File: src/rtl/button_press_classifier_top_defines.svh
// Assertion macros used by the classifier top level
`ifndef BUTTON_PRESS_CLASSIFIER_TOP_DEFINES_SVH
`define BUTTON_PRESS_CLASSIFIER_TOP_DEFINES_SVH

// Same-cycle implication, disabled during reset
`define BPC_ASSERT_NOW(label, clk, rst, ante, cons) \
   label: assert property (@(posedge clk) disable iff (rst) (ante) |-> (cons)) \
      else $error("bpc: same-cycle check failed");

// Next-cycle implication, disabled during reset
`define BPC_ASSERT_NEXT(label, clk, rst, ante, cons) \
   label: assert property (@(posedge clk) disable iff (rst) (ante) |=> (cons)) \
      else $error("bpc: next-cycle check failed");

`endif

File: src/rtl/bpc_pkg.sv
package bpc_pkg;

   // Event codes
   typedef logic [1:0] event_type;
   localparam event_type EV_NONE   = 2'd0;
   localparam event_type EV_SINGLE = 2'd1;
   localparam event_type EV_DOUBLE = 2'd2;
   localparam event_type EV_HOLD   = 2'd3;

   // Register port geometry
   localparam int CSR_IDX_BITS  = 8;
   localparam int CSR_DATA_BITS = 16;
   localparam int NOW_BITS      = 32;

   typedef logic [CSR_IDX_BITS-1:0] csr_idx_type;

   // Register indexes
   localparam csr_idx_type IDX_DEBOUNCE      = 8'd0;
   localparam csr_idx_type IDX_DOUBLE_WINDOW = 8'd1;
   localparam csr_idx_type IDX_HOLD_DELAY    = 8'd2;
   localparam csr_idx_type IDX_IDLE_LEVEL    = 8'd3;

   // Register reset values
   localparam logic [15:0] DEBOUNCE_RESET      = 16'd20;
   localparam logic [15:0] DOUBLE_WINDOW_RESET = 16'd250;
   localparam logic [15:0] HOLD_DELAY_RESET    = 16'd750;
   localparam logic        IDLE_LEVEL_RESET    = 1'b0;

   // Live configuration handed to the classifier
   typedef struct packed {
      logic [15:0] debounce_ms;
      logic [15:0] double_window_ms;
      logic [15:0] hold_delay_ms;
      logic        idle_level;
   } cfg_type;

endpackage

File: src/rtl/bpc_ifs.sv
// Sample channel: one pin sample with its timestamp per beat
interface bpc_req_if;
   logic                           valid;
   logic                           ready;
   logic                           pin_level;
   logic [bpc_pkg::NOW_BITS-1:0]   now_ms;

   modport source (output valid, pin_level, now_ms, input ready);
   modport sink   (input valid, pin_level, now_ms, output ready);
endinterface

// Result channel: one event code per beat
interface bpc_rsp_if;
   logic                 valid;
   logic                 ready;
   bpc_pkg::event_type   event_res;

   modport source (output valid, event_res, input ready);
   modport sink   (input valid, event_res, output ready);
endinterface

// Register write channel
interface bpc_csr_if;
   logic                                valid;
   logic                                ready;
   logic [bpc_pkg::CSR_IDX_BITS-1:0]    wr_index;
   logic [bpc_pkg::CSR_DATA_BITS-1:0]   wr_data;

   modport source (output valid, wr_index, wr_data, input ready);
   modport sink   (input valid, wr_index, wr_data, output ready);
endinterface

File: src/rtl/bpc_csr.sv
module bpc_csr (
   input  logic             clock,
   input  logic             reset,
   bpc_csr_if.sink          csr_ch,
   output bpc_pkg::cfg_type cfg
);
   import bpc_pkg::*;

   cfg_type cfg_ff;
   cfg_type cfg_in;

   // Writes are always taken
   assign csr_ch.ready = 1'b1;

   // Register decode; unknown indexes are dropped
   always_comb begin
      cfg_in = cfg_ff;
      if (csr_ch.valid) begin
         unique case (csr_ch.wr_index)
            IDX_DEBOUNCE:      cfg_in.debounce_ms      = csr_ch.wr_data;
            IDX_DOUBLE_WINDOW: cfg_in.double_window_ms = csr_ch.wr_data;
            IDX_HOLD_DELAY:    cfg_in.hold_delay_ms    = csr_ch.wr_data;
            IDX_IDLE_LEVEL:    cfg_in.idle_level       = csr_ch.wr_data[0];
            default:           cfg_in = cfg_ff;
         endcase
      end
   end

   always_ff @(posedge clock) begin
      if (reset) begin
         cfg_ff.debounce_ms      <= DEBOUNCE_RESET;
         cfg_ff.double_window_ms <= DOUBLE_WINDOW_RESET;
         cfg_ff.hold_delay_ms    <= HOLD_DELAY_RESET;
         cfg_ff.idle_level       <= IDLE_LEVEL_RESET;
      end else begin
         cfg_ff <= cfg_in;
      end
   end

   assign cfg = cfg_ff;

endmodule

File: src/rtl/bpc_core.sv
module bpc_core #(
   parameter int TIME_BITS = 32
) (
   input  logic                   clock,
   input  logic                   reset,
   input  logic                   item_go,
   input  logic                   pin_level,
   input  logic [TIME_BITS-1:0]   now_ms,
   input  bpc_pkg::cfg_type       cfg,
   output bpc_pkg::event_type     event_res
);
   import bpc_pkg::*;

   logic                 prev_level_ff, prev_level_in;
   logic [TIME_BITS-1:0] press_time_ff, press_time_in;
   logic [TIME_BITS-1:0] release_time_ff, release_time_in;
   logic                 double_pending_ff, double_pending_in;
   logic                 double_on_rel_ff, double_on_rel_in;
   logic                 single_allowed_ff, single_allowed_in;
   logic                 ignore_release_ff, ignore_release_in;
   logic                 hold_seen_ff, hold_seen_in;

   logic                 down;
   logic                 was_idle;
   logic [TIME_BITS-1:0] since_up;
   logic [TIME_BITS-1:0] since_down;
   logic [TIME_BITS-1:0] since_rel_new;
   logic [TIME_BITS-1:0] since_press_new;
   logic [TIME_BITS-1:0] debounce_t;
   logic [TIME_BITS-1:0] window_t;
   logic [TIME_BITS-1:0] hold_t;
   event_type            ev;

   assign debounce_t = TIME_BITS'(cfg.debounce_ms);
   assign window_t   = TIME_BITS'(cfg.double_window_ms);
   assign hold_t     = TIME_BITS'(cfg.hold_delay_ms);

   // Edge qualification, window expiry and hold detection for one sample
   always_comb begin
      down       = pin_level != cfg.idle_level;
      was_idle   = prev_level_ff == cfg.idle_level;
      since_up   = now_ms - release_time_ff;
      since_down = now_ms - press_time_ff;

      press_time_in     = press_time_ff;
      release_time_in   = release_time_ff;
      double_pending_in = double_pending_ff;
      double_on_rel_in  = double_on_rel_ff;
      single_allowed_in = single_allowed_ff;
      ignore_release_in = ignore_release_ff;
      hold_seen_in      = hold_seen_ff;
      ev                = EV_NONE;

      if (down && was_idle && (since_up > debounce_t)) begin
         // accepted press
         press_time_in     = now_ms;
         ignore_release_in = 1'b0;
         single_allowed_in = 1'b1;
         hold_seen_in      = 1'b0;
         if ((since_up < window_t) && !double_on_rel_ff && double_pending_ff) begin
            double_on_rel_in = 1'b1;
         end else begin
            double_on_rel_in  = 1'b0;
            double_pending_in = 1'b0;
         end
      end else if (!down && !was_idle && (since_down > debounce_t)) begin
         // accepted release, unless a hold swallowed it
         if (!ignore_release_ff) begin
            release_time_in = now_ms;
            if (!double_on_rel_ff) begin
               double_pending_in = 1'b1;
            end else begin
               ev                = EV_DOUBLE;
               double_on_rel_in  = 1'b0;
               double_pending_in = 1'b0;
               single_allowed_in = 1'b0;
            end
         end
      end

      // window expired after a lone press
      since_rel_new = now_ms - release_time_in;
      if (!down && (since_rel_new >= window_t) && double_pending_in && !double_on_rel_in
          && single_allowed_in && (ev != EV_DOUBLE)) begin
         ev                = EV_SINGLE;
         double_pending_in = 1'b0;
      end

      // hold, repeating every hold delay
      since_press_new = now_ms - press_time_in;
      if (down && (since_press_new >= hold_t)) begin
         if (!hold_seen_in) begin
            ignore_release_in = 1'b1;
            double_on_rel_in  = 1'b0;
            double_pending_in = 1'b0;
            hold_seen_in      = 1'b1;
         end
         press_time_in = now_ms;
         ev            = EV_HOLD;
      end

      prev_level_in = pin_level;
   end

   // State update, one sample per beat
   always_ff @(posedge clock) begin
      if (reset) begin
         prev_level_ff     <= 1'b1;
         press_time_ff     <= '1;
         release_time_ff   <= '1;
         double_pending_ff <= 1'b0;
         double_on_rel_ff  <= 1'b0;
         single_allowed_ff <= 1'b0;
         ignore_release_ff <= 1'b0;
         hold_seen_ff      <= 1'b0;
      end else if (item_go) begin
         prev_level_ff     <= prev_level_in;
         press_time_ff     <= press_time_in;
         release_time_ff   <= release_time_in;
         double_pending_ff <= double_pending_in;
         double_on_rel_ff  <= double_on_rel_in;
         single_allowed_ff <= single_allowed_in;
         ignore_release_ff <= ignore_release_in;
         hold_seen_ff      <= hold_seen_in;
      end
   end

   assign event_res = ev;

endmodule

File: src/rtl/button_press_classifier_top.sv
// Button press classifier: single press, double press and hold events.
// A sample beat is captured in the input register; its event is written to
// the result register once that register is empty or being drained.
// Throughput: one sample per cycle while events are taken; the input and
// result registers let a new sample in while a finished event waits.
// Reset (synchronous, active high) restores register defaults, clears all
// flags and sets both edge timestamps to all ones.
module button_press_classifier_top #(
   parameter int TIME_BITS = 32
) (
   input  logic       clock,
   input  logic       reset,
   bpc_req_if.sink    req_ch,
   bpc_rsp_if.source  rsp_ch,
   bpc_csr_if.sink    csr_ch
);
   import bpc_pkg::*;

`include "button_press_classifier_top_defines.svh"

   cfg_type              cfg;
   logic                 in_valid_ff, in_valid_in;
   logic                 in_level_ff;
   logic [TIME_BITS-1:0] in_now_ff;
   logic                 rsp_valid_ff, rsp_valid_in;
   event_type            event_ff;
   event_type            core_ev;
   logic                 advance;
   logic                 req_fire;
   logic                 item_go;
   logic                 in_down;

   bpc_csr u_csr (
      .clock  (clock),
      .reset  (reset),
      .csr_ch (csr_ch),
      .cfg    (cfg)
   );

   // Stage moves when the result register is empty or being drained
   assign advance      = !rsp_valid_ff || rsp_ch.ready;
   assign item_go      = in_valid_ff && advance;
   assign req_ch.ready = !in_valid_ff || advance;
   assign req_fire     = req_ch.valid && req_ch.ready;

   always_comb begin
      in_valid_in = in_valid_ff;
      if (advance) begin
         in_valid_in = 1'b0;
      end
      if (req_fire) begin
         in_valid_in = 1'b1;
      end
      rsp_valid_in = rsp_valid_ff;
      if (advance) begin
         rsp_valid_in = in_valid_ff;
      end
   end

   // Input register
   always_ff @(posedge clock) begin
      if (reset) begin
         in_valid_ff <= 1'b0;
      end else begin
         in_valid_ff <= in_valid_in;
      end
      if (req_fire) begin
         in_level_ff <= req_ch.pin_level;
         in_now_ff   <= TIME_BITS'(req_ch.now_ms);
      end
   end

   bpc_core #(
      .TIME_BITS (TIME_BITS)
   ) u_core (
      .clock     (clock),
      .reset     (reset),
      .item_go   (item_go),
      .pin_level (in_level_ff),
      .now_ms    (in_now_ff),
      .cfg       (cfg),
      .event_res (core_ev)
   );

   // Result register
   always_ff @(posedge clock) begin
      if (reset) begin
         rsp_valid_ff <= 1'b0;
      end else begin
         rsp_valid_ff <= rsp_valid_in;
      end
      if (item_go) begin
         event_ff <= core_ev;
      end
   end

   assign rsp_ch.valid     = rsp_valid_ff;
   assign rsp_ch.event_res = event_ff;

   // Checks
   assign in_down = in_level_ff != cfg.idle_level;

   `BPC_ASSERT_NEXT(a_item_lands, clock, reset, item_go, rsp_valid_ff)
   `BPC_ASSERT_NOW(a_stall_only_full, clock, reset, !req_ch.ready, in_valid_ff && rsp_valid_ff)
   `BPC_ASSERT_NOW(a_hold_when_down, clock, reset, item_go && (core_ev == EV_HOLD), in_down)
   `BPC_ASSERT_NOW(a_double_when_up, clock, reset, item_go && (core_ev == EV_DOUBLE), !in_down)

endmodule

File: src/flat_wrapper.sv
// flat-port wrapper written by rule: the top's interface ports become plain ports
module button_press_classifier_top_flat import bpc_pkg::*;
#(
   parameter int TIME_BITS = 32
)
  (clock, reset, req_ch_valid, req_ch_pin_level, req_ch_now_ms, req_ch_ready, rsp_ch_valid, rsp_ch_event_res, rsp_ch_ready, csr_ch_valid, csr_ch_wr_index, csr_ch_wr_data, csr_ch_ready);
  bpc_req_if req_ch_i ();
  bpc_rsp_if rsp_ch_i ();
  bpc_csr_if csr_ch_i ();
  input  logic clock;
  input  logic reset;
  input wire logic [$bits(req_ch_i.valid)-1:0] req_ch_valid;
  input wire logic [$bits(req_ch_i.pin_level)-1:0] req_ch_pin_level;
  input wire logic [$bits(req_ch_i.now_ms)-1:0] req_ch_now_ms;
  output wire logic [$bits(req_ch_i.ready)-1:0] req_ch_ready;
  output wire logic [$bits(rsp_ch_i.valid)-1:0] rsp_ch_valid;
  output wire logic [$bits(rsp_ch_i.event_res)-1:0] rsp_ch_event_res;
  input wire logic [$bits(rsp_ch_i.ready)-1:0] rsp_ch_ready;
  input wire logic [$bits(csr_ch_i.valid)-1:0] csr_ch_valid;
  input wire logic [$bits(csr_ch_i.wr_index)-1:0] csr_ch_wr_index;
  input wire logic [$bits(csr_ch_i.wr_data)-1:0] csr_ch_wr_data;
  output wire logic [$bits(csr_ch_i.ready)-1:0] csr_ch_ready;
  assign req_ch_i.valid = req_ch_valid;
  assign req_ch_i.pin_level = req_ch_pin_level;
  assign req_ch_i.now_ms = req_ch_now_ms;
  assign req_ch_ready = req_ch_i.ready;
  assign rsp_ch_valid = rsp_ch_i.valid;
  assign rsp_ch_event_res = rsp_ch_i.event_res;
  assign rsp_ch_i.ready = rsp_ch_ready;
  assign csr_ch_i.valid = csr_ch_valid;
  assign csr_ch_i.wr_index = csr_ch_wr_index;
  assign csr_ch_i.wr_data = csr_ch_wr_data;
  assign csr_ch_ready = csr_ch_i.ready;
  button_press_classifier_top #(.TIME_BITS(TIME_BITS)) u_core (.clock(clock), .reset(reset), .req_ch(req_ch_i), .rsp_ch(rsp_ch_i), .csr_ch(csr_ch_i));
endmodule
File: config.mk
export PLATFORM = sky130hd
export DESIGN_NAME = button_press_classifier_top_flat
export DESIGN_NICKNAME = d
export VERILOG_FILES = /design/src/rtl/bpc_pkg.sv /design/src/rtl/bpc_ifs.sv /design/src/rtl/bpc_csr.sv /design/src/rtl/bpc_core.sv /design/src/rtl/button_press_classifier_top.sv /design/src/flat_wrapper.sv
export VERILOG_INCLUDE_DIRS = /design/src /design/src/rtl
export SDC_FILE = /design/constraint.sdc
export NUM_CORES = 1
export LEC_CHECK = 0
export BUFFER_PORTS_ARGS = -buffer_cell sky130_fd_sc_hd__buf_2
export CELL_PAD_IN_SITES_DETAIL_PLACEMENT = 1
export CELL_PAD_IN_SITES_GLOBAL_PLACEMENT = 2
export CORE_ASPECT_RATIO = 0.9
export CORE_MARGIN = 1
export CORE_UTILIZATION = 41
export CTS_CLUSTER_SIZE = 30
export DETAILED_ROUTE_END_ITERATION = 8
export GPL_ROUTABILITY_DRIVEN = 0
export PLACE_DENSITY = 0.91
export SETUP_SLACK_MARGIN = 0.1
export SLEW_MARGIN = 20
export SYNTH_ARGS = -nofsm -noshare
export SYNTH_HDL_FRONTEND = slang
export SYNTH_SLANG_ARGS = --single-unit
export TNS_END_PERCENT = 1
File: constraint.sdc
create_clock -name clock -period 21.9 [get_ports clock]
set_input_delay 3.285 -clock clock [delete_from_list [all_inputs] [get_ports clock]]
set_output_delay 3.285 -clock clock [all_outputs]
set_load 0.05 [all_outputs]
==> results.py, run 1 <==
metrics = {
    "yosys": {
        "synth_area_mm2": 0.01558,
        "syn_nets": 2334,
        "ys_ff_latch": 156,
        "ys_warn_count": 0,
        "synth_commonest_cells": "263 x a21oi_1, 236 x nor2_1, 200 x ha_1",
        "synth_area_leader_cell": "ha_1",
        "syn_inst": 2068,
        "synth_top_area_share_pct": 16.06,
        "async_flop_share_pct": 0,
        "synth_edf_count": 35,
        "synth.most_common_cell": "a21oi_1",
        "yosysSeqAreaShare_pct": 22.29,
        "synth_flop_cell": "dfxtp_1",
        "ys_top_cells_by_area": "ha_1 16%, dfxtp_1 16%, a21oi_1 8.4%",
        "ys_types": 90,
        "synth_area_per_cell_um2": 7.534,
    },
    "global_routing": {
        "grt_pass1_wl_mm": 86.94,
        "grt_pass1_vias": 15640,
        "overflow": 0,
        "grt_usage_pct": 28.42,
        "antenna_found_initial": 0,
        "grt_max_degree": 71,
    },
    "drt": {
        "viasPerCell": 6.039,
        "avgRoutedWirePerCell_um": 21.42,
        "drtIter0Drc": 954,
        "drtAntennaViolNets": 0,
        "first_pass_iters": 5,
        "drt-total-wl_mm": 55.31,
        "vias": 15590,
        "route.detailed.drc": 0,
    },
    "sta": {
        "report.final.hold_viol_count": 0,
        "finalMaxSlewViolations": 0,
        "final.setup.tns_ps": 0,
        "rsz0062_at_grt": "no",
        "max-slew-margin-rel_pct": 35.69,
        "worst_slew_pin_slew_ps": 964.6,
        "setup_violations": 0,
        "fmax_ghz": 0.08335,
        "holdWs_ps": 460.3,
        "period_share_pct": 54.79,
        "setup_ws_ps": 9902,
        "period_minus_slack_ps": 12000,
        "fin_skew_ps": 10.91,
    },
    "placement": {
        "dp_hpwl_mm": 43.91,
        "dpl_worst_slack_ps": 10170,
        "placed_cells": 2550,
        "portBuffers": 65,
        "place_area_mm2": 0.01630,
    },
    "cells_and_area": {
        "fin_area_mm2": 0.01690,
        "multiInputGateArea_mm2": 0.01122,
        "fill_cells": 4703,
        "areaGrowthSynthToFinish_pct": 8.448,
        "finalNetCount": 2352,
        "final-seq-area_mm2": 0.003473,
        "final_cells": 2582,
        "drive_above_1_share_pct": 6.289,
        "utilization_pct": 45.30,
        "n_antenna_cell": 0,
    },
    "clock_tree": {
        "insertion_delay_ps": 480,
        "cts_resized": 0,
        "cts_tree": "built",
        "cts_setup_buffers": 0,
        "numClockSinks": 156,
        "cts_root_buf": "clkbuf_16",
        "cts_made_buffers": 17,
        "cts_buffer_depth": 2,
        "ctsHoldBuffers": 0,
        "cts.htree.levels": 4,
        "clk_pin_slew_ps": 80,
    },
    "die": {
        "fp.coreArea_mm2": 0.03730,
        "die-area_mm2": 0.03879,
        "die_w_um": 207.5,
        "die_h_um": 186.9,
        "initial_core_util_pct": 41.77,
        "placementRows": 67,
        "io_pins": 67,
    },
    "power_and_ir_drop": {
        "p_leak_nw": 7.662,
        "peakVddDrop_mv": 0.05474,
        "power_mw": 1.065,
        "powerDensity_mw_per_mm2": 63.04,
    },
    "status": {
        "outcome": "completed",
    },
    "worst_setup_path": {
        "cp_slowest_cell": "o31ai_1",
        "max_stage_delay_ps": 650,
        "worstPathArrival_ps": 12400,
        "crit_type": "flip-flop to flip-flop",
        "worstSetupStartpointType": "flip-flop",
        "cp-end-kind": "flip-flop",
        "critPathMaxFanout": 21,
        "cp.required_ps": 22300,
    },
    "min_path": {
        "worstHoldPathType": "flip-flop to flip-flop",
    },
    "run": {
        "max-cap-violations": 0,
    },
}
per-layer routing:
layer,global-route usage (%),share of wire (%)
met5,0,0
met4,6.774,1.4
met3,3.979,4.9
met2,45.96,45
met1,39.73,48
cells in the final DEF, fill, tap and decap left out, types with 9 or more instances in the layout:
cell type / n
a31oi_1: 13
nor2_1: 236
ha_1: 200
xnor2_1: 42
o21ai_0: 123
xor2_1: 28
clkbuf_16: 17
a21o_1: 45
and2_1: 13
or3_1: 18
mux2i_1: 26
inv_1: 158
o21bai_1: 12
nand4_1: 20
and3_1: 15
nand3b_1: 15
a21boi_0: 12
a21oi_1: 263
dfxtp_1: 121
nand2_1: 186
nand2b_1: 30
nor2b_1: 26
o21a_1: 34
edfxtp_1: 35
o211ai_1: 22
nand3_1: 34
buf_2: 64
a211oi_1: 17
buf_4: 13
a211o_1: 52
a2111oi_0: 9
nor3_1: 28
worst paths after layout:
path,end,from,slack [ps],cells after the start
setup reg to reg,u_core.u_core.double_pending_ff,u_core.in_now_ff[1],9900,45
hold reg to reg,u_core.u_csr.cfg[25],u_core.u_csr.cfg[25],460,2
setup / recovery,u_core.u_core.double_pending_ff,u_core.in_now_ff[1],9900,45
hold / removal,u_core.u_csr.cfg[25],u_core.u_csr.cfg[25],460,2
state kept, by name, summed over array words and instances, names as in the netlist:
| name | count |
|---|---|
| u_core.u_core.prev_level_ff | 1 |
| u_core.u_core.single_allowed_ff | 1 |
| u_core.rsp_ch.event_res | 2 |
| u_core.u_core.ignore_release_ff | 1 |
| u_core.u_core.double_on_rel_ff | 1 |
| u_core.u_core.double_pending_ff | 1 |
| u_core.u_core.release_time_ff | 32 |
| u_core.u_core.press_time_ff | 32 |
| u_core.u_csr.cfg | 49 |
| u_core.in_level_ff | 1 |
| u_core.in_now_ff | 32 |
| u_core.u_core.hold_seen_ff | 1 |
| u_core.rsp_ch.valid | 1 |
| u_core.in_valid_ff | 1 |
worst max-delay path: cells and delay by family, from the launching register on:
kind	cells	cell delay [ps]
AOI/OAI and AO/OA	23	5690
xor gates and xnor gates	2	290
adders and majority gates	4	1480
buffers and inverters	3	870
DFF	1	640
and+or+nand+nor	13	2920
logic make-up (layout without fill, tap and decap cells):
| family | count (synthesis) | count (layout) | synth area share (%) |
|---|---|---|---|
| XOR/XNOR | 70 | 70 | 3.935 |
| AO/OA/AOI/OAI | 712 | 712 | 29.66 |
| adder cells (fa/ha/maj) | 206 | 206 | 16.70 |
| flip-flops | 156 | 156 | 22.29 |
| buffers and inverters | 237 | 268 | 5.902 |
| AND/OR/NAND/NOR | 657 | 657 | 19.60 |
| other | 1 | 1 | 0.02407 |
| multiplexers | 29 | 29 | 1.887 |
power breakdown:
group          internal [mW]  leakage [nW]  switching [mW]
logic                  0.166          6.05           0.265
registers              0.307          1.33          0.0148
clock network          0.162         0.281           0.150
final cells by class:
type                            instances  area share [%]
Multi-Input combinational cell       1675           66.41
Clock buffer                           18           2.540
Clock inverter                         14          0.9108
Timing Repair Buffer                   77           2.473
Tap cell                              483           3.576
Sequential cell                       156           20.56
Inverter                              159           3.532
Note: power is estimated with default switching activity, not from simulation.
==> inputs of run 2 (changes only) <==
Settings changed: CORE_UTILIZATION 41 to 34, PLACE_DENSITY 0.91 to 0.81.
Clock period 21.9 ns to 10.5 ns, I/O delays scaled along.
==> results.py, run 2 (same netlist as run 1, synthesis figures left out) <==
metrics = {
    "worst_setup_path": {
        "worstPathArrival_ps": 10370,
        "crit_type": "flip-flop to flip-flop",
        "critPathMaxFanout": 8,
        "cp-startpoint": "u_core.in_now_ff[0]",
        "cp.required_ps": 10920,
        "r2r_start": "u_core.in_now_ff[0]",
        "cp_slowest_cell": "or4_4",
        "worstSetupStartpointType": "flip-flop",
        "cp-end-kind": "flip-flop",
        "max_stage_delay_ps": 510,
        "ff2ff_path_depth": 47,
        "crit_top_cell": "a21o_1",
    },
    "cells_and_area": {
        "final_cells": 2754,
        "finalNetCount": 2399,
        "fill_cells": 5539,
        "final_common_cell": "a21oi_1",
        "multiInputGateArea_mm2": 0.01146,
        "largest_reg_flops": 49,
        "drive_above_1_share_pct": 10.62,
        "final-seq-area_mm2": 0.003475,
        "utilization_pct": 39.05,
        "layout_common_cells": "251 x a21oi_1, 233 x nor2_1, 197 x ha_1, 186 x nand2_1, 157 x inv_1",
        "areaGrowthSynthToFinish_pct": 13.48,
        "n_antenna_cell": 0,
    },
    "placement": {
        "placed_cells": 2701,
        "portBuffers": 65,
        "dp_hpwl_mm": 44.16,
    },
    "global_routing": {
        "grt_usage_pct": 23.92,
        "grt_max_degree": 73,
        "grt_pass1_wl_mm": 85.76,
        "overflow": 0,
        "met2_usage_pct": 38.02,
        "grt.busiest_layer": "met2",
        "grt_pass1_vias": 15510,
        "antenna_found_initial": 0,
        "met3_usage_pct": 3.571,
        "met1_usage_pct": 33.51,
    },
    "drt": {
        "route.detailed.drc": 0,
        "first_pass_iters": 5,
        "vias": 15540,
        "drtIter0Drc": 827,
        "drt-total-wl_mm": 55.23,
        "viasPerCell": 5.641,
        "drtAntennaViolNets": 0,
        "avgRoutedWirePerCell_um": 20.05,
    },
    "sta": {
        "period_share_pct": 94.78,
        "max-slew-margin-rel_pct": 31.06,
        "worst_slew_pin_slew_ps": 1029,
        "fmax_ghz": 0.1005,
        "report.final.hold_viol_count": 0,
        "final.setup.tns_ps": 0,
        "finalMaxSlewViolations": 0,
        "rsz0062_at_grt": "no",
        "fin_skew_ps": 17.67,
        "period_minus_slack_ps": 9952,
        "setup_violations": 0,
    },
    "die": {
        "placementRows": 74,
        "die-area_mm2": 0.04669,
        "die_h_um": 205.1,
        "initial_core_util_pct": 34.41,
        "io_pins": 67,
        "die_w_um": 227.7,
        "fp.coreArea_mm2": 0.04528,
    },
    "power_and_ir_drop": {
        "powerDensity_mw_per_mm2": 128.7,
        "peakVddDrop_mv": 0.1182,
        "power_mw": 2.276,
        "p_leak_nw": 7.945,
    },
    "clock_tree": {
        "cts_buffer_depth": 2,
        "cts.htree.levels": 4,
        "cts_root_buf": "clkbuf_16",
        "cts_tree": "built",
        "insertion_delay_ps": 500,
        "cts_made_buffers": 17,
        "clk_pin_slew_ps": 80,
        "numClockSinks": 156,
    },
    "status": {
        "outcome": "completed",
    },
    "min_path": {
        "whs_path_depth": 2,
        "hp-start": "u_core.u_csr.cfg[26]",
        "worstHoldPathType": "flip-flop to flip-flop",
    },
    "run": {
        "max-cap-violations": 0,
    },
}
-- run 2: metal layers --
layer	share of wire [%]	wire, um
met1	50	27670
met2	45	24970
met3	3.1	1698
met4	1.6	882
met5	0	0
-- run 2: timing repair --
item / CTS / global route
resized for setup: 11 / 60
hold buffers: 0 / 0
gates cloned: 0 / 0
pin swaps: 1 / 39
setup buffers: 0 / 21
setup endpoints to repair: 33 / 38
-- run 2: per-stage QoR --
stage	instance area, um^2	hold WS [ps]	worst slack, ps
after floorplan	15580	435.4	530.6
after global placement	16650	442.3	209.2
after detailed placement	16650	449.4	-79.38
after CTS	17290	459.3	129.3
after global routing	17680	484.7	0.4876
final	17680	457.2	548.4
-- run 2: power by group --
group,internal (mW),switching (mW),total [mW]
clock network,0.359,0.309,0.668
registers,0.640,0.0261,0.666
logic,0.370,0.572,0.942
total,1.37,0.907,2.28
-- run 2: area by class of cell --
class,instances,area share (%)
clock buffer,17,2.406
clock inverter,15,1.047
inverter,159,3.375
multi-input combinational,1675,64.82
sequential,156,19.65
tap,608,4.302
timing repair buffer,124,4.401
-- run 2: final timing paths --
kind,to,slack (ps)
max,u_core.u_core.double_pending_ff,550
min,u_core.u_csr.cfg[26],460
max reg2reg,u_core.u_core.double_pending_ff,550
min reg2reg,u_core.u_csr.cfg[26],460
-- run 2: critical path, delay by kind of cell (launching register included) --
family / cells / cell delay, ps
AO/OA/AOI/OAI: 22 / 4210
XOR/XNOR: 2 / 220
AND/OR/NAND/NOR: 15 / 3190
buffers and inverters: 3 / 340
flip-flops: 1 / 430
adder cells (fa/ha/maj): 5 / 1470
